**config.mk**
```make
export PLATFORM = sky130hd
export DESIGN_NAME = adc_channel_sample_cache_top_flat
export DESIGN_NICKNAME = d
export VERILOG_FILES = /design/src/rtl/acsc_pkg.sv /design/src/rtl/acsc_in_if.sv /design/src/rtl/acsc_out_if.sv /design/src/rtl/acsc_store.sv /design/src/rtl/acsc_seq.sv /design/src/rtl/adc_channel_sample_cache_top.sv /design/src/flat_wrapper.sv
export VERILOG_INCLUDE_DIRS = /design/src /design/src/rtl
export SDC_FILE = /design/constraint.sdc
export NUM_CORES = 1
export LEC_CHECK = 0
export ABC_AREA = 0
export BUFFER_PORTS_ARGS = -buffer_cell sky130_fd_sc_hd__buf_2
export CAP_MARGIN = 40
export CORE_UTILIZATION = 65
export CTS_BUF_LIST = sky130_fd_sc_hd__clkbuf_4
export DETAILED_ROUTE_END_ITERATION = 12
export GPL_TIMING_DRIVEN = 0
export PLACE_DENSITY = 0.84
export SKIP_CTS_REPAIR_TIMING = 1
export SLEW_MARGIN = 10
export SYNTH_ARGS = -nofsm -noshare
export SYNTH_HDL_FRONTEND = slang
export SYNTH_SLANG_ARGS = --single-unit
```
**constraint.sdc**
```tcl
create_clock -name clk -period 5.3 [get_ports clk]
set_input_delay 1.06 -clock clk [delete_from_list [all_inputs] [get_ports clk]]
set_output_delay 1.06 -clock clk [all_outputs]
set_load 0.1 [all_outputs]
```
**src/rtl/adc_channel_sample_cache_top_macros.svh**
```systemverilog
// assertion macros used by the sample cache top
`ifndef ADC_CHANNEL_SAMPLE_CACHE_TOP_MACROS_SVH
`define ADC_CHANNEL_SAMPLE_CACHE_TOP_MACROS_SVH

// same-cycle implication, sampled on clk, off during reset
`define ACSC_ASSERT_NOW(lbl, pre, post) \
    lbl: assert property (@(posedge clk) disable iff (!rst_n) (pre) |-> (post)) \
        else $error("sample cache check failed");

// next-cycle implication, sampled on clk, off during reset
`define ACSC_ASSERT_NEXT(lbl, pre, post) \
    lbl: assert property (@(posedge clk) disable iff (!rst_n) (pre) |=> (post)) \
        else $error("sample cache check failed");

`endif

```
**src/rtl/acsc_pkg.sv**
```systemverilog
// package: types and constants of the adc channel sample cache
`default_nettype none

package acsc_pkg;

    localparam int NUM_CHANNELS_DEF = 8;
    localparam int MAX_OUT          = 8;
    localparam int CMD_W            = 2;
    localparam int WORD_W           = 32;
    localparam int MASK_W           = 8;
    localparam int COUNT_W          = 4;
    localparam int SAMPLE_W         = 16;
    localparam int CHAN_W           = 3;
    localparam int SAMPLE_LSB       = 8;
    localparam int WORD_CHAN_W      = 4;

    typedef enum logic [CMD_W-1:0] {
        CMD_SAMPLE = 2'd0,
        CMD_READ   = 2'd1,
        CMD_START  = 2'd2,
        CMD_STOP   = 2'd3
    } cmd_t;

    typedef enum logic {
        SEQ_IDLE,
        SEQ_EMIT
    } seq_state_t;

    // store control from the sequencer
    typedef struct packed {
        logic wr_en;
        logic clear;
    } store_ctrl_t;

    // one readout step from the sequencer
    typedef struct packed {
        logic              valid;
        logic              last;
        logic [CHAN_W-1:0] chan;
    } emit_t;

endpackage

`default_nettype wire

```
**src/rtl/acsc_in_if.sv**
```systemverilog
// interface: input item channel of the sample cache
`default_nettype none

interface acsc_in_if
    import acsc_pkg::*;
();
    logic                 valid;
    logic                 ready;
    logic [CMD_W-1:0]     cmd;
    logic [WORD_W-1:0]    raw_word;
    logic [MASK_W-1:0]    read_mask;
    logic [COUNT_W-1:0]   read_count;

    modport source (output valid, output cmd, output raw_word, output read_mask,
                    output read_count, input ready);
    modport sink   (input valid, input cmd, input raw_word, input read_mask,
                    input read_count, output ready);
endinterface

`default_nettype wire

```
**src/rtl/acsc_out_if.sv**
```systemverilog
// interface: result item channel of the sample cache
`default_nettype none

interface acsc_out_if
    import acsc_pkg::*;
();
    logic                 valid;
    logic                 ready;
    logic [SAMPLE_W-1:0]  sample_value;
    logic [CHAN_W-1:0]    channel_index;
    logic                 last_item;

    modport source (output valid, output sample_value, output channel_index,
                    output last_item, input ready);
    modport sink   (input valid, input sample_value, input channel_index,
                    input last_item, output ready);
endinterface

`default_nettype wire

```
**src/rtl/acsc_store.sv**
```systemverilog
// module: per-channel sample registers with valid bits
`default_nettype none

module acsc_store
    import acsc_pkg::*;
#(
    parameter int NUM_CHANNELS = NUM_CHANNELS_DEF,
    localparam int IDX_W = (NUM_CHANNELS > 1) ? $clog2(NUM_CHANNELS) : 1
)(
    input  wire logic                clk,
    input  wire logic                rst_n,
    input  wire store_ctrl_t         ctrl,
    input  wire logic [IDX_W-1:0]    wr_idx,
    input  wire logic [SAMPLE_W-1:0] wr_data,
    input  wire logic [IDX_W-1:0]    rd_idx,
    output logic [SAMPLE_W-1:0]      rd_data
);

    logic [NUM_CHANNELS-1:0] valid_reg;
    logic [SAMPLE_W-1:0]     data_reg [NUM_CHANNELS];

    // valid bits: cleared by reset and by stop
    always_ff @(posedge clk or negedge rst_n)
    begin
        if (!rst_n)
        begin
            valid_reg <= '0;
        end
        else if (ctrl.clear)
        begin
            valid_reg <= '0;
        end
        else if (ctrl.wr_en)
        begin
            valid_reg[wr_idx] <= 1'b1;
        end
    end

    // sample data, no reset needed
    always_ff @(posedge clk)
    begin
        if (ctrl.wr_en)
        begin
            data_reg[wr_idx] <= wr_data;
        end
    end

    // an entry never written since clear reads as zero
    assign rd_data = valid_reg[rd_idx] ? data_reg[rd_idx] : '0;

endmodule

`default_nettype wire

```
**src/rtl/acsc_seq.sv**
```systemverilog
// module: command decode and readout sequencer with shared lowest-bit picker
`default_nettype none

module acsc_seq
    import acsc_pkg::*;
#(
    parameter int NUM_CHANNELS = NUM_CHANNELS_DEF
)(
    input  wire logic               clk,
    input  wire logic               rst_n,
    input  wire logic               in_accept,
    input  wire logic [CMD_W-1:0]   cmd,
    input  wire logic [WORD_CHAN_W-1:0] word_chan,
    input  wire logic [MASK_W-1:0]  read_mask,
    input  wire logic [COUNT_W-1:0] read_count,
    input  wire logic               slot_free,
    output logic                    ready,
    output store_ctrl_t             store_ctrl,
    output emit_t                   emit
);

    localparam int LIMIT = (NUM_CHANNELS < MAX_OUT) ? NUM_CHANNELS : MAX_OUT;
    localparam logic [MASK_W-1:0] LIMIT_MASK = MASK_W'((1 << LIMIT) - 1);

    seq_state_t          state_reg, state_next;
    logic                enable_reg, enable_next;
    logic [MASK_W-1:0]   mask_reg, mask_next;
    logic [COUNT_W-1:0]  count_reg, count_next;
    logic [CHAN_W-1:0]   pick;
    logic                step;
    cmd_t                cmd_code;
    logic                chan_ok;

    assign cmd_code = cmd_t'(cmd);
    assign chan_ok  = ({1'b0, word_chan} < (WORD_CHAN_W + 1)'(NUM_CHANNELS));

    // lowest set bit of the remaining mask, channel 0 once it is empty
    always_comb
    begin
        pick = '0;
        for (int b = MASK_W - 1; b >= 0; b--)
        begin
            if (mask_reg[b])
            begin
                pick = CHAN_W'(b);
            end
        end
    end

    // state registers
    always_ff @(posedge clk or negedge rst_n)
    begin
        if (!rst_n)
        begin
            state_reg  <= SEQ_IDLE;
            enable_reg <= 1'b0;
            mask_reg   <= '0;
            count_reg  <= '0;
        end
        else
        begin
            state_reg  <= state_next;
            enable_reg <= enable_next;
            mask_reg   <= mask_next;
            count_reg  <= count_next;
        end
    end

    // next state and outputs
    always_comb
    begin
        state_next       = state_reg;
        enable_next      = enable_reg;
        mask_next        = mask_reg;
        count_next       = count_reg;
        ready            = 1'b0;
        step             = 1'b0;
        store_ctrl.wr_en = 1'b0;
        store_ctrl.clear = 1'b0;
        unique case (state_reg)
            SEQ_IDLE:
            begin
                ready = 1'b1;
                if (in_accept)
                begin
                    unique case (cmd_code)
                        CMD_SAMPLE:
                        begin
                            store_ctrl.wr_en = enable_reg && chan_ok;
                        end
                        CMD_READ:
                        begin
                            if (read_count >= COUNT_W'(MAX_OUT))
                            begin
                                // all-channel mode is a full mask of limit picks
                                mask_next  = LIMIT_MASK;
                                count_next = COUNT_W'(LIMIT);
                                state_next = SEQ_EMIT;
                            end
                            else if (read_count != '0)
                            begin
                                mask_next  = read_mask & LIMIT_MASK;
                                count_next = read_count;
                                state_next = SEQ_EMIT;
                            end
                        end
                        CMD_START:
                        begin
                            enable_next = 1'b1;
                        end
                        CMD_STOP:
                        begin
                            enable_next      = 1'b0;
                            store_ctrl.clear = 1'b1;
                        end
                        default:
                        begin
                            enable_next = enable_reg;
                        end
                    endcase
                end
            end
            SEQ_EMIT:
            begin
                step = slot_free;
                if (slot_free)
                begin
                    mask_next  = mask_reg & ~(MASK_W'(1) << pick);
                    count_next = count_reg - COUNT_W'(1);
                    if (count_reg == COUNT_W'(1))
                    begin
                        state_next = SEQ_IDLE;
                    end
                end
            end
            default:
            begin
                state_next = SEQ_IDLE;
            end
        endcase
    end

    assign emit.valid = step;
    assign emit.last  = (count_reg == COUNT_W'(1));
    assign emit.chan  = pick;

endmodule

`default_nettype wire

```
**src/rtl/adc_channel_sample_cache_top.sv**
```systemverilog
// Sample cache for a multi-channel converter: keeps the latest sample per channel.
// Input channel in_ch carries one command item: sample word, read request,
// start or stop. Output channel out_ch carries the stored samples that a read
// request asks for, one item per sample, the final one flagged by last_item.
// Sample, start and stop items leave in_ch.ready high, so they can follow back
// to back. A read request with count n (n = 8 or more meaning every channel)
// keeps in_ch.ready low while the sequencer walks the mask with its lowest-bit
// picker, one result a cycle into the output register while it has room; the
// first result passes the state register and then the output register before
// it shows on out_ch. Pick and store read of a result fall in the same cycle.
// When out_ch stalls, the output register holds its item and the sequencer
// waits; the block takes a new item in the cycle after the last result has
// entered the output register, while that result may still wait there.
// Reset (rst_n, asynchronous, low) clears all stored samples to zero, turns
// capture off and empties the output register; there is no clearing pass.
// Stop also clears every stored sample.
`default_nettype none
`include "adc_channel_sample_cache_top_macros.svh"

module adc_channel_sample_cache_top
    import acsc_pkg::*;
#(
    parameter int NUM_CHANNELS = NUM_CHANNELS_DEF
)(
    input  wire logic  clk,
    input  wire logic  rst_n,
    acsc_in_if.sink    in_ch,
    acsc_out_if.source out_ch
);

    localparam int IDX_W = (NUM_CHANNELS > 1) ? $clog2(NUM_CHANNELS) : 1;
    localparam int LIMIT = (NUM_CHANNELS < MAX_OUT) ? NUM_CHANNELS : MAX_OUT;

    logic                in_accept;
    logic                slot_free;
    logic                seq_ready;
    store_ctrl_t         store_ctrl;
    emit_t               emit;
    logic [SAMPLE_W-1:0] rd_data;

    logic                out_valid_reg;
    logic [SAMPLE_W-1:0] out_sample_reg;
    logic [CHAN_W-1:0]   out_chan_reg;
    logic                out_last_reg;

    assign in_ch.ready = seq_ready;
    assign in_accept   = in_ch.valid && seq_ready;
    assign slot_free   = !out_valid_reg || out_ch.ready;

    // sequencer
    acsc_seq #(
        .NUM_CHANNELS(NUM_CHANNELS)
    ) u_seq (
        .clk        (clk),
        .rst_n      (rst_n),
        .in_accept  (in_accept),
        .cmd        (in_ch.cmd),
        .word_chan  (in_ch.raw_word[WORD_CHAN_W-1:0]),
        .read_mask  (in_ch.read_mask),
        .read_count (in_ch.read_count),
        .slot_free  (slot_free),
        .ready      (seq_ready),
        .store_ctrl (store_ctrl),
        .emit       (emit)
    );

    // sample store
    acsc_store #(
        .NUM_CHANNELS(NUM_CHANNELS)
    ) u_store (
        .clk     (clk),
        .rst_n   (rst_n),
        .ctrl    (store_ctrl),
        .wr_idx  (IDX_W'(in_ch.raw_word[WORD_CHAN_W-1:0])),
        .wr_data (in_ch.raw_word[SAMPLE_LSB +: SAMPLE_W]),
        .rd_idx  (IDX_W'(emit.chan)),
        .rd_data (rd_data)
    );

    // output register valid
    always_ff @(posedge clk or negedge rst_n)
    begin
        if (!rst_n)
        begin
            out_valid_reg <= 1'b0;
        end
        else if (emit.valid)
        begin
            out_valid_reg <= 1'b1;
        end
        else if (out_ch.ready)
        begin
            out_valid_reg <= 1'b0;
        end
    end

    // output register payload
    always_ff @(posedge clk)
    begin
        if (emit.valid)
        begin
            out_sample_reg <= rd_data;
            out_chan_reg   <= emit.chan;
            out_last_reg   <= emit.last;
        end
    end

    assign out_ch.valid         = out_valid_reg;
    assign out_ch.sample_value  = out_sample_reg;
    assign out_ch.channel_index = out_chan_reg;
    assign out_ch.last_item     = out_last_reg;

    // checks on the sequencer and output register
    `ACSC_ASSERT_NOW(a_idle_no_emit, seq_ready, !emit.valid)
    `ACSC_ASSERT_NEXT(a_last_then_ready, emit.valid && emit.last, seq_ready && out_valid_reg)
    `ACSC_ASSERT_NOW(a_chan_in_range, emit.valid, {1'b0, emit.chan} < (CHAN_W + 1)'(LIMIT))

endmodule

`default_nettype wire
```
**src/flat_wrapper.sv**
```systemverilog
// flat-port wrapper written by rule: the top's interface ports become plain ports
module adc_channel_sample_cache_top_flat import acsc_pkg::*;
#(
    parameter int NUM_CHANNELS = NUM_CHANNELS_DEF
)
  (clk, rst_n, in_ch_valid, in_ch_cmd, in_ch_raw_word, in_ch_read_mask, in_ch_read_count, in_ch_ready, out_ch_valid, out_ch_sample_value, out_ch_channel_index, out_ch_last_item, out_ch_ready);
  acsc_in_if in_ch_i ();
  acsc_out_if out_ch_i ();
  input  wire logic clk;
  input  wire logic rst_n;
  input wire logic [$bits(in_ch_i.valid)-1:0] in_ch_valid;
  input wire logic [$bits(in_ch_i.cmd)-1:0] in_ch_cmd;
  input wire logic [$bits(in_ch_i.raw_word)-1:0] in_ch_raw_word;
  input wire logic [$bits(in_ch_i.read_mask)-1:0] in_ch_read_mask;
  input wire logic [$bits(in_ch_i.read_count)-1:0] in_ch_read_count;
  output wire logic [$bits(in_ch_i.ready)-1:0] in_ch_ready;
  output wire logic [$bits(out_ch_i.valid)-1:0] out_ch_valid;
  output wire logic [$bits(out_ch_i.sample_value)-1:0] out_ch_sample_value;
  output wire logic [$bits(out_ch_i.channel_index)-1:0] out_ch_channel_index;
  output wire logic [$bits(out_ch_i.last_item)-1:0] out_ch_last_item;
  input wire logic [$bits(out_ch_i.ready)-1:0] out_ch_ready;
  assign in_ch_i.valid = in_ch_valid;
  assign in_ch_i.cmd = in_ch_cmd;
  assign in_ch_i.raw_word = in_ch_raw_word;
  assign in_ch_i.read_mask = in_ch_read_mask;
  assign in_ch_i.read_count = in_ch_read_count;
  assign in_ch_ready = in_ch_i.ready;
  assign out_ch_valid = out_ch_i.valid;
  assign out_ch_sample_value = out_ch_i.sample_value;
  assign out_ch_channel_index = out_ch_i.channel_index;
  assign out_ch_last_item = out_ch_i.last_item;
  assign out_ch_i.ready = out_ch_ready;
  adc_channel_sample_cache_top #(.NUM_CHANNELS(NUM_CHANNELS)) u_core (.clk(clk), .rst_n(rst_n), .in_ch(in_ch_i), .out_ch(out_ch_i));
endmodule
```
==> Word level (Yosys, flattened, before mapping) <==
Memories as Yosys holds them, arrays and structs flattened. A register that Yosys moved wholly into a read port is not among the register bits.
Cells that the tools add are included.
{ "totals": {"elab_cells": 85, "ram_bits": 128, "reg_bits": 27, "in_bits": 50, "out_inout_bits": 22, "mem_count": 1} }
{ "classes": {"shifts": 1, "n_eq_ne": 8, "n_mux": 44, "n_reduce_logical": 13, "n_lt_le_gt_ge": 5, "n_addsub": 1, "bitwise_logic": 4} }
{ "mem_list": {"columns": ["memory", "words", "word_bits", "rd", "rd_clocked_by_memory_dff", "wr", "line", "text"], "rows": [
  ["u_core.u_store.data_reg", 8, 16, 1, 1, 1, "acsc_store.sv:20", "logic [SAMPLE_W-1:0] data_reg [NUM_CHANNELS];"]
]} }
{ "ops": {"columns": ["op", "count"], "rows": [
  ["$mux 8", 7],
  ["$mux 3", 8],
  ["$mux 4", 5],
  ["$mux 1", 16],
  ["$pmux 8 s2", 1],
  ["$and 8x8->8", 1],
  ["$lt 3x4->1 const B", 2],
  ["$not 8->8", 1],
  ["$or 8x8->8", 1],
  ["$pmux 4 s2", 1],
  ["$shl 1x3->8 const A", 1],
  ["$reduce_bool 2->1", 3],
  ["$eq 2x2->1 const B", 2],
  ["$eq 4x1->1 const B", 1],
  ["$ge 4x4->1 const B", 1],
  ["$lt 4x4->1 const B", 1],
  ["$mux 2", 2],
  ["$ne 2x1->1 const B", 2],
  ["$pmux 1 s2", 2],
  ["$reduce_and 4->1", 1],
  ["$reduce_bool 4->1", 1],
  ["$sub 4x1->4 const B", 1],
  ["$bmux 1 s3", 1],
  ["$demux 1 s3", 1],
  ["10 further kinds", 13]
]} }

==> Logic depth before layout (Yosys ltp) <==
Gate-level depths: netlist of run 1.
{ "logic_depth": {"word_depth": 13, "ltp_mapped": 7, "depth_no_buf": 6} }

==> By module <==
Synthesis of run 1 repeated with hierarchy kept, for this count alone.
{ "hier_totals": {"cells_unflattened": 366, "hier_area_um2": 6797.8} }
{ "modules_own_cells": {"columns": ["mod", "seq_area_each_um2", "instances", "area_per_inst_um2", "cells_each"], "rows": [
  ["acsc_store", 4043.9, 1, 5248.8, 237],
  ["acsc_seq", 350.3, 1, 894.6, 105],
  ["adc_channel_sample_cache_top", 625.6, 1, 654.4, 24]
]} }

==> Least setup slack after synthesis of run 1 <==
OpenSTA, ideal clock, no wires.
{ "synth_path": {"kind": "in2reg", "start": "input in_ch_cmd[1]", "end": "memory u_core.u_store.data_reg[0][0], enable pin", "setup_ns": 0.412, "setup_slack_ns": 2.078, "n_path_buf": 0, "t_arrival_ns": 2.810, "t_required_ns": 4.888, "cell_stages": 4, "path_cell_list": "nor3b_1 -> and3_1 -> nand2b_1 -> nor3_1"} }
{ "synth_via": {"elab_chain_cells": 6} }
{ "synth_lines": {"columns": ["element", "line", "text"], "rows": [
  ["from (decl)", "flat_wrapper.sv:12", "input wire logic [$bits(in_ch_i.cmd)-1:0] in_ch_cmd;"],
  ["$logic_not 2->1", "acsc_seq.sv:86", "unique case (cmd_code)"],
  ["$mux 1", "acsc_seq.sv:86", null],
  ["$mux 2", "acsc_seq.sv:84", "if (in_accept)"],
  ["$mux 2", "acsc_seq.sv:80", "unique case (state_reg)"],
  ["$mux 1", "acsc_store.sv:42", "if (ctrl.wr_en)"],
  ["$mux 1 (not written as such)", "acsc_store.sv:44", "data_reg[wr_idx] <= wr_data;"],
  ["to (decl)", "acsc_store.sv:20", null]
]} }
No other way between the ends.

==> Final worst setup path of run 1 <==
{ "layout_path": {"start": "register u_core.u_seq.state_reg", "end": "output in_ch_ready"} }
{ "layout_via": {"elab_chain_cells": 1} }
{ "layout_lines": {"columns": ["element", "line", "text"], "rows": [
  ["from (decl)", "acsc_seq.sv:25", "seq_state_t state_reg, state_next;"],
  ["from (signal assigned)", "acsc_seq.sv:62", "state_reg <= state_next;"],
  ["$mux 1", "acsc_seq.sv:80", null],
  ["to (decl)", "flat_wrapper.sv:16", "output wire logic [$bits(in_ch_i.ready)-1:0] in_ch_ready;"]
]} }
No other way between the ends.

==> impl_summary.log, run 1 <==
INFO  metric status = finished, final reports clean
INFO  metric first_pass_grt_wire_length = about 23,000 um
INFO  metric ys_seq_elements = about 170
INFO  metric fin_setup_tns = 0 ps
INFO  metric postRouteWirelength = 15,000 um
INFO  metric number_of_clock_buffers_inserted_by_tritoncts = 17
INFO  metric hpwl_dp = 10,200 um
INFO  metric cts_tree = yes
INFO  metric antenna-diode-count = 0
INFO  metric first_pass_iters = 5
INFO  metric clkTransAtPathRegs = roughly 130 ps
INFO  metric critPathMaxStageDelay = approximately 410 ps
INFO  metric worst_setup_path_startpoint = u_core.u_seq.state_reg
INFO  metric die_width = 104 um
INFO  metric postPlaceCellArea = 0.00741 mm2
INFO  metric routability_congestion_estimate_from_global_placement = 0.855
INFO  metric crit_path_cell_trace = clkbuf_1, clkinv_1, buf_2
INFO  metric count_of_port_buffers_added_during_placement = 59
INFO  metric largest_reg_flops = 128
INFO  metric post-route-min-period = 3190 ps
INFO  metric floorplan.initialDensity = 0.680
INFO  metric wire_per_inst = 22.4 um
INFO  metric synth_edf_count = roughly 150
INFO  metric r2r-start = u_core.u_seq.mask_reg[2]
INFO  metric number_of_h_tree_levels = 4
INFO  metric number_of_ports_placed_on_the_die_boundary = 72
INFO  metric worst_pin_slew = just under 800 ps
INFO  metric num_vias = 4,406
INFO  metric postSynth.topFlopCell = edfxtp_1
INFO  metric worst_clock_skew = 16.6 ps
INFO  metric crit_share_post_route = 0.603
INFO  metric post-route-cell-area = 0.00769 mm2
INFO  metric nets = 577
INFO  metric rsz0062_at_grt = false
INFO  metric die_y = 104 um
INFO  metric required = 4240 ps
INFO  metric critical-path-top-delay-family = buffers and inverters
INFO  metric crit_arrival = 2130 ps
INFO  metric post_synthesis_instance_total = 436
INFO  metric clockRootBuffer = clkbuf_4
INFO  metric grt_antenna_before_repair = 0
INFO  metric synth.lib_cells_used.distinct = 46
INFO  metric final_report_hold_violation_count = 0
INFO  metric setup_viol = 0
INFO  metric synth-async-reset-ratio = 0.135
INFO  metric cts-root-to-sink-buffers = 2
INFO  metric critPathKind = flop to output pin
INFO  metric final_layout_size_suffix_gt1_frac = 0.243
INFO  metric timing.max_slew.rel_slack = 0.482
INFO  metric detail_route.vias_per_cell = 6.57
INFO  metric num_rows = 36
INFO  metric gr-usage-all-layers = 0.297
INFO  metric yosysWarnings = 0
INFO  metric synthTopCellsByArea = edfxtp_1 66%, dfrtp_1 8.5%, a221oi_1 2.8%, a221o_1 2.5%, a21oi_1 2.0%
INFO  metric critical_path.slowest_cell = buf_2
INFO  metric final_common_cell = edfxtp_1
INFO  metric final_max_slew_viol_count = 0
INFO  metric grt-ovfl-total = 0
INFO  metric type_of_element_launching_the_critical_path = flop
INFO  metric clkSinkCount = ~170
INFO  metric cp_num_buf_inv = 3
INFO  metric yosys.area.top_type_share = 0.656
INFO  metric die_area = ~0.011 mm2
INFO  metric synthesis.area_per_instance = 15.5 um2
INFO  metric drt_iter0_markers = 396
INFO  metric grt_pass1_vias = 4,417
INFO  metric setup.worst_path.end_class = output pin
INFO  metric synth_sequential_area_ratio = 0.741
INFO  metric cap_violations = 0
INFO  metric maximum_fanout_count_along_the_critical_path = 10
INFO  metric syn_nets = 488
INFO  metric drc = 0
INFO  metric maximum_number_of_pins_on_one_net_before_global_route_repair = 24
INFO  metric max_freq = between 300 and 400 MHz
INFO  metric flow.area_growth_from_synthesis = 13.6%
INFO  metric fill_cells = ~600
INFO  metric synth_area = 0.00677 mm2
INFO  metric core_area = 0.00995 mm2
INFO  metric antenna_left = 0
INFO  metric worstSkewPairLatency = 550 ps
INFO  metric synth_top_cell_by_area = edfxtp_1
INFO  metric mostFrequentLayoutCells = 148 x edfxtp_1, 65 x buf_2, 32 x nand2_1
INFO  metric hold_path.class = primary input to asynchronous set/reset pin
==> layout make-up <==
type | count | area (um2) | share of cell area
multi-input combinational | 235 | 1650 | 0.214
clock buffer | 22 | 165 | 0.0215
inverter | 10 | 37.5 | 0.00488
tap | 133 | 166 | 0.0216
buffer | 20 | 90.1 | 0.0117
timing repair buffer | 70 | 447 | 0.0581
sequential | 171 | 5020 | 0.653
clock inverter | 10 | 118 | 0.0153
==> metrics by stage <==
stage	instances	setup slack (ps)	hold WS, ps	utilization
global placement	628	815	456	0.726
CTS	671	2120	445	0.773
global route	671	2000	460	0.773
floorplan	436	2080	441	-
detailed placement	639	2230	482	0.744
finish	671	2110	463	0.773
==> synthesized netlist by cell type, drive strengths merged (3+ instances only) <==
library cell  number
edfxtp           148
nand2             32
a21oi             28
a221oi            24
o21ai             24
dfrtp             23
nor2              20
a221o             17
o21a              16
clkbuf            12
mux2i              9
a311oi             8
a32oi              8
buf                8
inv                8
nand2b             6
o22ai              4
nor2b              3
nor3               3
nor3b              3
or3                3
or4b               3
==> final timing paths <==
| kind | end | slack, ps | cells past startpoint |
|---|---|---|---|
| worst max-delay path | in_ch_ready | 2110 | 3 |
| worst min-delay path | u_core.u_seq.count_reg[2] | 460 | 1 |
| worst max register to register | u_core.out_ch.sample_value[15] | 2490 | 6 |
| worst min register to register | u_core.u_seq.enable_reg | 510 | 2 |
| max in group asynchronous | u_core.u_seq.mask_reg[6] | 4470 | 1 |
| min in group clk | u_core.u_seq.enable_reg | 510 | 2 |
==> kinds of logic (layout without fill, tap and decap cells) <==
group,Yosys count,count (layout),share of synthesized area
adder cells (fa/ha/maj),2,2,0.00370
AO/OA/AOI/OAI,139,139,0.160
multiplexers,10,10,0.0150
flip-flops,171,171,0.741
AND/OR/NAND/NOR,84,84,0.0608
buffers and inverters,30,132,0.0189
==> routing by layer <==
metal	share of wire	GRT usage
met5	0	0
met4	0.036	0.168
met3	0.097	0.0758
met2	0.50	0.478
met1	0.37	0.372
Power of run 1 is left out: the tool's default activity adds up to more than one toggle a clock period on the data nets, which glitch-free logic cannot reach.
==> run 2, diff against run 1 <==
--- a/config.mk
+++ b/config.mk
@@ -9,11 +9,11 @@
 export ABC_AREA = 0
 export BUFFER_PORTS_ARGS = -buffer_cell sky130_fd_sc_hd__buf_2
 export CAP_MARGIN = 40
-export CORE_UTILIZATION = 65
+export CORE_UTILIZATION = 55
 export CTS_BUF_LIST = sky130_fd_sc_hd__clkbuf_4
 export DETAILED_ROUTE_END_ITERATION = 12
 export GPL_TIMING_DRIVEN = 0
-export PLACE_DENSITY = 0.84
+export PLACE_DENSITY = 0.75
 export SKIP_CTS_REPAIR_TIMING = 1
 export SLEW_MARGIN = 10
 export SYNTH_ARGS = -nofsm -noshare
==> constraint.sdc (replaced) <==
create_clock -name clk -period 2.9 [get_ports clk]
set_input_delay 0.58 -clock clk [delete_from_list [all_inputs] [get_ports clk]]
set_output_delay 0.58 -clock clk [all_outputs]
set_load 0.1 [all_outputs]
==> impl_summary.log, run 2 (synthesis results as in run 1) <==
INFO  metric grt_pass1_vias = 4,354 (was 4,417)
INFO  metric type_of_element_launching_the_critical_path = flop (unchanged)
INFO  metric clkTransAtPathRegs = 130 ps (about the same)
INFO  metric first_pass_iters = 5 (unchanged)
INFO  metric final_report_hold_violation_count = 0 (unchanged)
INFO  metric critical-path-top-delay-family = buffers and inverters (unchanged)
INFO  metric hpwl_dp = 10,600 um (was 10,200 um)
INFO  metric largest_reg_flops = 128 (unchanged)
INFO  metric cp_num_cells = 7 (was 3)
INFO  metric crit_arrival = 3140 ps (was 2130 ps)
INFO  metric final_max_slew_viol_count = 0 (unchanged)
INFO  metric die_width = 113 um (was 104 um)
INFO  metric minimum_setup_slack_among_reg_to_reg_paths = 150 ps (was 2490 ps)
INFO  metric cts-root-to-sink-buffers = 2 (unchanged)
INFO  metric cts_tree = yes (unchanged)
INFO  metric worstSkewPairLatency = 570 ps (was 550 ps)
INFO  metric grt_antenna_before_repair = 1 (was 0)
INFO  metric timing.max_slew.rel_slack = 0.458 (was 0.482)
INFO  metric number_of_h_tree_levels = 4 (unchanged)
INFO  metric count_of_port_buffers_added_during_placement = 59 (unchanged)
INFO  metric gr-usage-all-layers = 0.264 (was 0.297)
INFO  metric drc = 0 (unchanged)
INFO  metric core_area = 0.0120 mm2 (was 0.00995 mm2)
INFO  metric clkSinkCount = 171 (unchanged)
INFO  metric final_common_cell = edfxtp_1 (unchanged)
INFO  metric die_y = 113 um (was 104 um)
INFO  metric worst_clock_skew = 20.0 ps (was 16.6 ps)
INFO  metric critPathMaxStageDelay = 570 ps (was 410 ps)
INFO  metric maximum_number_of_pins_on_one_net_before_global_route_repair = 24 (unchanged)
INFO  metric postRouteWirelength = 15,800 um (was 15,000 um)
INFO  metric critPathKind = flop to flop (was flop to output pin)
INFO  metric flow.area_growth_from_synthesis = 13.9% (was 13.6%)
INFO  metric number_of_ports_placed_on_the_die_boundary = 72 (unchanged)
INFO  metric postPlaceCellArea = 0.00742 mm2 (was 0.00741 mm2)
INFO  metric crit_share_post_route = 0.948
INFO  metric status = finished, final reports clean (unchanged)
INFO  metric min_delay_path_depth = 2
INFO  metric cp_num_buf_inv = 3 (unchanged)
INFO  metric grt-ovfl-total = 0 (unchanged)
INFO  metric max_freq = 364 MHz
INFO  metric post-route-min-period = 2750 ps
INFO  metric setup_viol = 0 (unchanged)
INFO  metric worst_pin_slew = 809 ps (was 774 ps)
INFO  metric worst_setup_path_startpoint = u_core.u_seq.mask_reg[0] (was u_core.u_seq.state_reg)
INFO  metric post-route-cell-area = 0.00771 mm2 (was 0.00769 mm2)
INFO  metric drt_iter0_markers = 470 (was 396)
INFO  metric r2r-start = u_core.u_seq.mask_reg[0] (was u_core.u_seq.mask_reg[2])
INFO  metric wire_per_inst = 23.0 um (was 22.4 um)
INFO  metric floorplan.initialDensity = 0.564 (was 0.680)
INFO  metric cap_violations = 0 (unchanged)
INFO  metric required = 3300 ps (was 4240 ps)
INFO  metric antenna_left = 0 (unchanged)
INFO  metric mostFrequentLayoutCells = 148 x edfxtp_1, 65 x buf_2, 32 x nand2_1 (unchanged)
INFO  metric nets = 578 (was 577)
INFO  metric cell_occurring_most_often_along_the_worst_timing_path = clkbuf_1
INFO  metric routability_congestion_estimate_from_global_placement = 0.850 (was 0.855)
INFO  metric num_rows = 40 (was 36)
INFO  metric maximum_fanout_count_along_the_critical_path = 10 (unchanged)
INFO  metric timing.hold.worst.start = in_ch_cmd[0]
INFO  metric first_pass_grt_wire_length = 24,000 um (was 23,400 um)
INFO  metric setup.worst_path.end_class = flop (was output pin)
INFO  metric post_layout_nonfiller_instances = 687 (was 671)
INFO  metric setup.worst_path.end = u_core.out_ch.sample_value[8] (was in_ch_ready)
INFO  metric final_layout_size_suffix_gt1_frac = 0.245 (was 0.243)
INFO  metric clockRootBuffer = clkbuf_4 (unchanged)
INFO  metric number_of_clock_buffers_inserted_by_tritoncts = 17 (unchanged)
INFO  metric crit_path_cell_trace = clkbuf_1, inv_1, o211ai_1, clkbuf_1, a221oi_1, o21a_1, a311oi_2 (was clkbuf_1, clkinv_1, buf_2)
INFO  metric critical_path.slowest_cell = clkbuf_1 (was buf_2)
INFO  metric die_area = 0.0128 mm2 (was 0.0108 mm2)
INFO  metric rsz0062_at_grt = false (unchanged)
INFO  metric hold_path.class = primary input to flop (was primary input to asynchronous set/reset pin)
INFO  metric num_vias = 4,353 (was 4,406)
INFO  metric placed_cells_incl_taps = 653 (was 639)
INFO  metric endpoint_of_the_lowest_slack_register_to_register_path = u_core.out_ch.sample_value[8] (was u_core.out_ch.sample_value[15])
INFO  metric detail_route.vias_per_cell = 6.34 (was 6.57)
INFO  metric rr_worst_depth = 7 (was 6)
[run 2: cell types whose count changed in the layout (fill, tap and decap cells not counted), sizes merged]
cell / previous run / this run
clkbuf: 34 / 30
clkinv: 6 / 10
diode: 0 / 1
dlygate4sd3: 0 / 1
[run 2: through the flow]
| step | setup TNS, ps | hold slack (ps) | setup slack, ps | util |
|---|---|---|---|---|
| floorplan | 0 | 284 | 158 | - |
| global placement | -65640 | 460 | -1150 | 0.604 |
| detailed placement | 0 | 480 | 92.0 | 0.618 |
| CTS | 0 | -50.1 | 36.2 | 0.640 |
| global route | 0 | 229 | 16.8 | 0.642 |
| finish | 0 | 259 | 152 | 0.642 |
[run 2: layout make-up]
cell class / instances / area, um2
clock buffers: 18 / 135
clock inverters: 14 / 128
multi-input cells: 235 / 1660
fillers: 874 / 4300
plain buffers: 20 / 91.3
repair buffers: 71 / 455
well taps: 147 / 184
inverters: 10 / 41.3
diodes: 1 / 2.50
flip-flops and latches: 171 / 5020
[run 2: layer usage]
layer  GRT usage  vias to the layer above  wire length, um
met1       0.340                     2150             6270
met5           0                        -                0
met3      0.0670                       35             1240
li1            -                     1949                -
met4       0.122                        0              425
met2       0.424                      219             7840
[run 2: how the worst min path moves through the flow]
stage                                                end
final                            u_core.u_seq.enable_reg
after CTS                       u_core.u_seq.mask_reg[0]
after global routing      u_core.u_store.data_reg[1][10]
after global placement           u_core.u_seq.enable_reg
after floorplan                      u_core.out_ch.valid
after detailed placement     u_core.u_store.valid_reg[3]
Power of run 2 is left out for the same reason.
==> run 3, diff against run 2 <==
--- a/config.mk
+++ b/config.mk
@@ -7,11 +7,12 @@
 export NUM_CORES = 1
 export LEC_CHECK = 0
 export ABC_AREA = 0
-export BUFFER_PORTS_ARGS = -buffer_cell sky130_fd_sc_hd__buf_2
 export CAP_MARGIN = 40
-export CORE_UTILIZATION = 55
+export CORE_MARGIN = 2
+export CORE_UTILIZATION = 59
 export CTS_BUF_LIST = sky130_fd_sc_hd__clkbuf_4
 export DETAILED_ROUTE_END_ITERATION = 12
+export DONT_BUFFER_PORTS = 1
 export GPL_TIMING_DRIVEN = 0
 export PLACE_DENSITY = 0.75
 export SKIP_CTS_REPAIR_TIMING = 1
==> impl_summary.log, run 3 (synthesis results as in run 1) <==
INFO  metric critPathMaxStageDelay = 600 ps (was 570 ps)
INFO  metric final_common_cell = edfxtp_1 (unchanged)
INFO  metric post-route-min-period = 2740 ps (was 2750 ps)
INFO  metric maximum_fanout_count_along_the_critical_path = 10 (unchanged)
INFO  metric max_freq = 365 MHz (was 364 MHz)
INFO  metric first_pass_grt_wire_length = 23,200 um (was 24,000 um)
INFO  metric hpwl_dp = 10,100 um (was 10,600 um)
INFO  metric grt-ovfl-total = 0 (unchanged)
INFO  metric die_y = 111 um (was 113 um)
INFO  metric drt_iter0_markers = 438 (was 470)
INFO  metric endpoint_of_the_lowest_slack_register_to_register_path = u_core.out_ch.sample_value[14] (was u_core.out_ch.sample_value[8])
INFO  metric largest_reg_flops = 128 (unchanged)
INFO  metric rsz0062_at_grt = false (unchanged)
INFO  metric num_vias = 4,213 (was 4,353)
INFO  metric cts-root-to-sink-buffers = 2 (unchanged)
INFO  metric critical-path-top-delay-family = compound AO/OA/AOI/OAI gates (was buffers and inverters)
INFO  metric mostFrequentLayoutCells = 148 x edfxtp_1, 32 x nand2_1, 26 x a21oi_1 (was 148 x edfxtp_1, 65 x buf_2, 32 x nand2_1)
INFO  metric rr_worst_depth = 5 (was 7)
INFO  metric number_of_ports_placed_on_the_die_boundary = 72 (unchanged)
INFO  metric final_report_hold_violation_count = 0 (unchanged)
INFO  metric worst_clock_skew = 16.6 ps (was 20.0 ps)
INFO  metric cap_violations = 0 (unchanged)
INFO  metric minimum_setup_slack_among_reg_to_reg_paths = 160 ps (was 150 ps)
INFO  metric r2r-start = u_core.u_seq.mask_reg[2] (was u_core.u_seq.mask_reg[0])
INFO  metric status = finished, final reports clean (unchanged)
INFO  metric setup.worst_path.end = u_core.out_ch.sample_value[14] (was u_core.out_ch.sample_value[8])
INFO  metric routability_congestion_estimate_from_global_placement = 0.899 (was 0.850)
INFO  metric gr-usage-all-layers = 0.254 (was 0.264)
INFO  metric crit_path_cell_trace = or4b_4, a21oi_4, clkbuf_1, a221oi_1, a311oi_2 (was clkbuf_1, inv_1, o211ai_1, clkbuf_1, a221oi_1, o21a_1, a311oi_2)
INFO  metric setup_viol = 0 (unchanged)
INFO  metric setup.worst_path.end_class = flop (unchanged)
INFO  metric postPlaceCellArea = 0.00716 mm2 (was 0.00742 mm2)
INFO  metric first_pass_iters = 7 (was 5)
INFO  metric die_area = 0.0123 mm2 (was 0.0128 mm2)
INFO  metric post-route-cell-area = 0.00752 mm2 (was 0.00771 mm2)
INFO  metric post_route_worst_hold_slack = 96.6 ps (was 259 ps)
INFO  metric flow.area_growth_from_synthesis = 11.1% (was 13.9%)
INFO  metric worst_setup_path_startpoint = u_core.u_seq.mask_reg[2] (was u_core.u_seq.mask_reg[0])
INFO  metric final_max_slew_viol_count = 0 (unchanged)
INFO  metric hold_path.class = primary input to flop (unchanged)
INFO  metric maximum_number_of_pins_on_one_net_before_global_route_repair = 24 (unchanged)
INFO  metric clkSinkCount = 171 (unchanged)
INFO  metric grt_pass1_vias = 4,198 (was 4,354)
INFO  metric timing.max_slew.rel_slack = 0.402 (was 0.458)
INFO  metric die_width = 111 um (was 113 um)
INFO  metric core_area = 0.0113 mm2 (was 0.0120 mm2)
INFO  metric clkTransAtPathRegs = 140 ps (was 130 ps)
INFO  metric number_of_clock_buffers_inserted_by_tritoncts = 17 (unchanged)
INFO  metric count_of_port_buffers_added_during_placement = 0 (was 59)
INFO  metric nets = 526 (was 578)
INFO  metric antenna_left = 0 (unchanged)
INFO  metric crit_arrival = 3120 ps (was 3140 ps)
INFO  metric clockRootBuffer = clkbuf_4 (unchanged)
INFO  metric antenna-diode-count = 0 (was 1)
INFO  metric final_layout_size_suffix_gt1_frac = 0.158 (was 0.245)
INFO  metric critical_path.slowest_cell = or4b_4 (was clkbuf_1)
INFO  metric cts_tree = yes (unchanged)
INFO  metric postRouteWirelength = 15,200 um (was 15,800 um)
INFO  metric num_rows = 39 (was 40)
INFO  metric critPathKind = flop to flop (unchanged)
INFO  metric worstSkewPairLatency = 560 ps (was 570 ps)
INFO  metric floorplan.initialDensity = 0.598 (was 0.564)
INFO  metric crit_share_post_route = 0.945 (was 0.948)
INFO  metric detail_route.vias_per_cell = 6.69 (was 6.34)
INFO  metric drc = 0 (unchanged)
INFO  metric required = 3280 ps (was 3300 ps)
INFO  metric number_of_h_tree_levels = 4 (unchanged)
INFO  metric cp_num_buf_inv = 1 (was 3)
INFO  metric grt_antenna_before_repair = 0 (was 1)
INFO  metric cp_num_cells = 5 (was 7)
INFO  metric worst_pin_slew = 897 ps (was 809 ps)
INFO  metric type_of_element_launching_the_critical_path = flop (unchanged)
INFO  metric wire_per_inst = 24.2 um (was 23.0 um)
==> run 3: cell count changes in the layout (fill, tap and decap cells not counted), sizes merged <==
cell | before | now
bufinv | 2 | 0
clkinvlp | 3 | 1
diode | 1 | 0
clkbuf | 30 | 33
inv | 9 | 14
buf | 78 | 22
==> run 3: area by class of cell <==
class	count	area (um2)
plain buffers	20	91.3
well taps	143	179
fillers	776	3800
repair buffers	19	315
clock buffers	17	128
multi-input cells	235	1650
clock inverters	15	96.3
flip-flops and latches	171	5020
inverters	10	37.5
==> run 3: worst min-delay path by stage <==
| stage | slack [ps] | depth (start not counted) | from | endpoint |
|---|---|---|---|---|
| 2_1_floorplan | 280 | 0 | rst_n | u_core.out_ch.valid |
| 3_3_place_gp | 290 | 0 | rst_n | u_core.u_seq.count_reg[2] |
| 3_5_place_dp | 290 | 0 | rst_n | u_core.out_ch.valid |
| 4_1_cts | -350 | 0 | rst_n | u_core.u_seq.enable_reg |
| 5_1_grt | 40 | 0 | in_ch_raw_word[10] | u_core.u_store.data_reg[2][2] |
| 6_report | 100 | 0 | in_ch_raw_word[10] | u_core.u_store.data_reg[2][2] |
==> run 3: worst register-to-register path, delay by kind of cell, from the launching register on <==
| kind | cells | cell delay [ps] |
|---|---|---|
| AO/OA/AOI/OAI | 3 | 870 |
| buffers and inverters | 1 | 590 |
| flip-flops | 1 | 500 |
| AND/OR/NAND/NOR | 1 | 600 |
==> run 3: stage by stage <==
stage	setup WS, ps	std cells	TNS, ps	utilization
floorplan	158	436	0	-
global placement	-1040	579	-47250	0.614
detailed placement	77.1	592	0	0.632
CTS	71.8	624	0	0.652
global route	8.58	630	0	0.664
finish	159	630	0	0.664
==> run 3: metal layers <==
metal / global-route usage / routed length (um) / vias up / part of all wire
li1: - / - / 1846 / -
met1: 0.345 / 6150 / 2107 / 0.40
met4: 0.0807 / 303 / 0 / 0.020
met2: 0.397 / 7380 / 227 / 0.48
met5: 0 / 0 / - / 0
met3: 0.0826 / 1400 / 33 / 0.092
Power of run 3 is left out for the same reason.
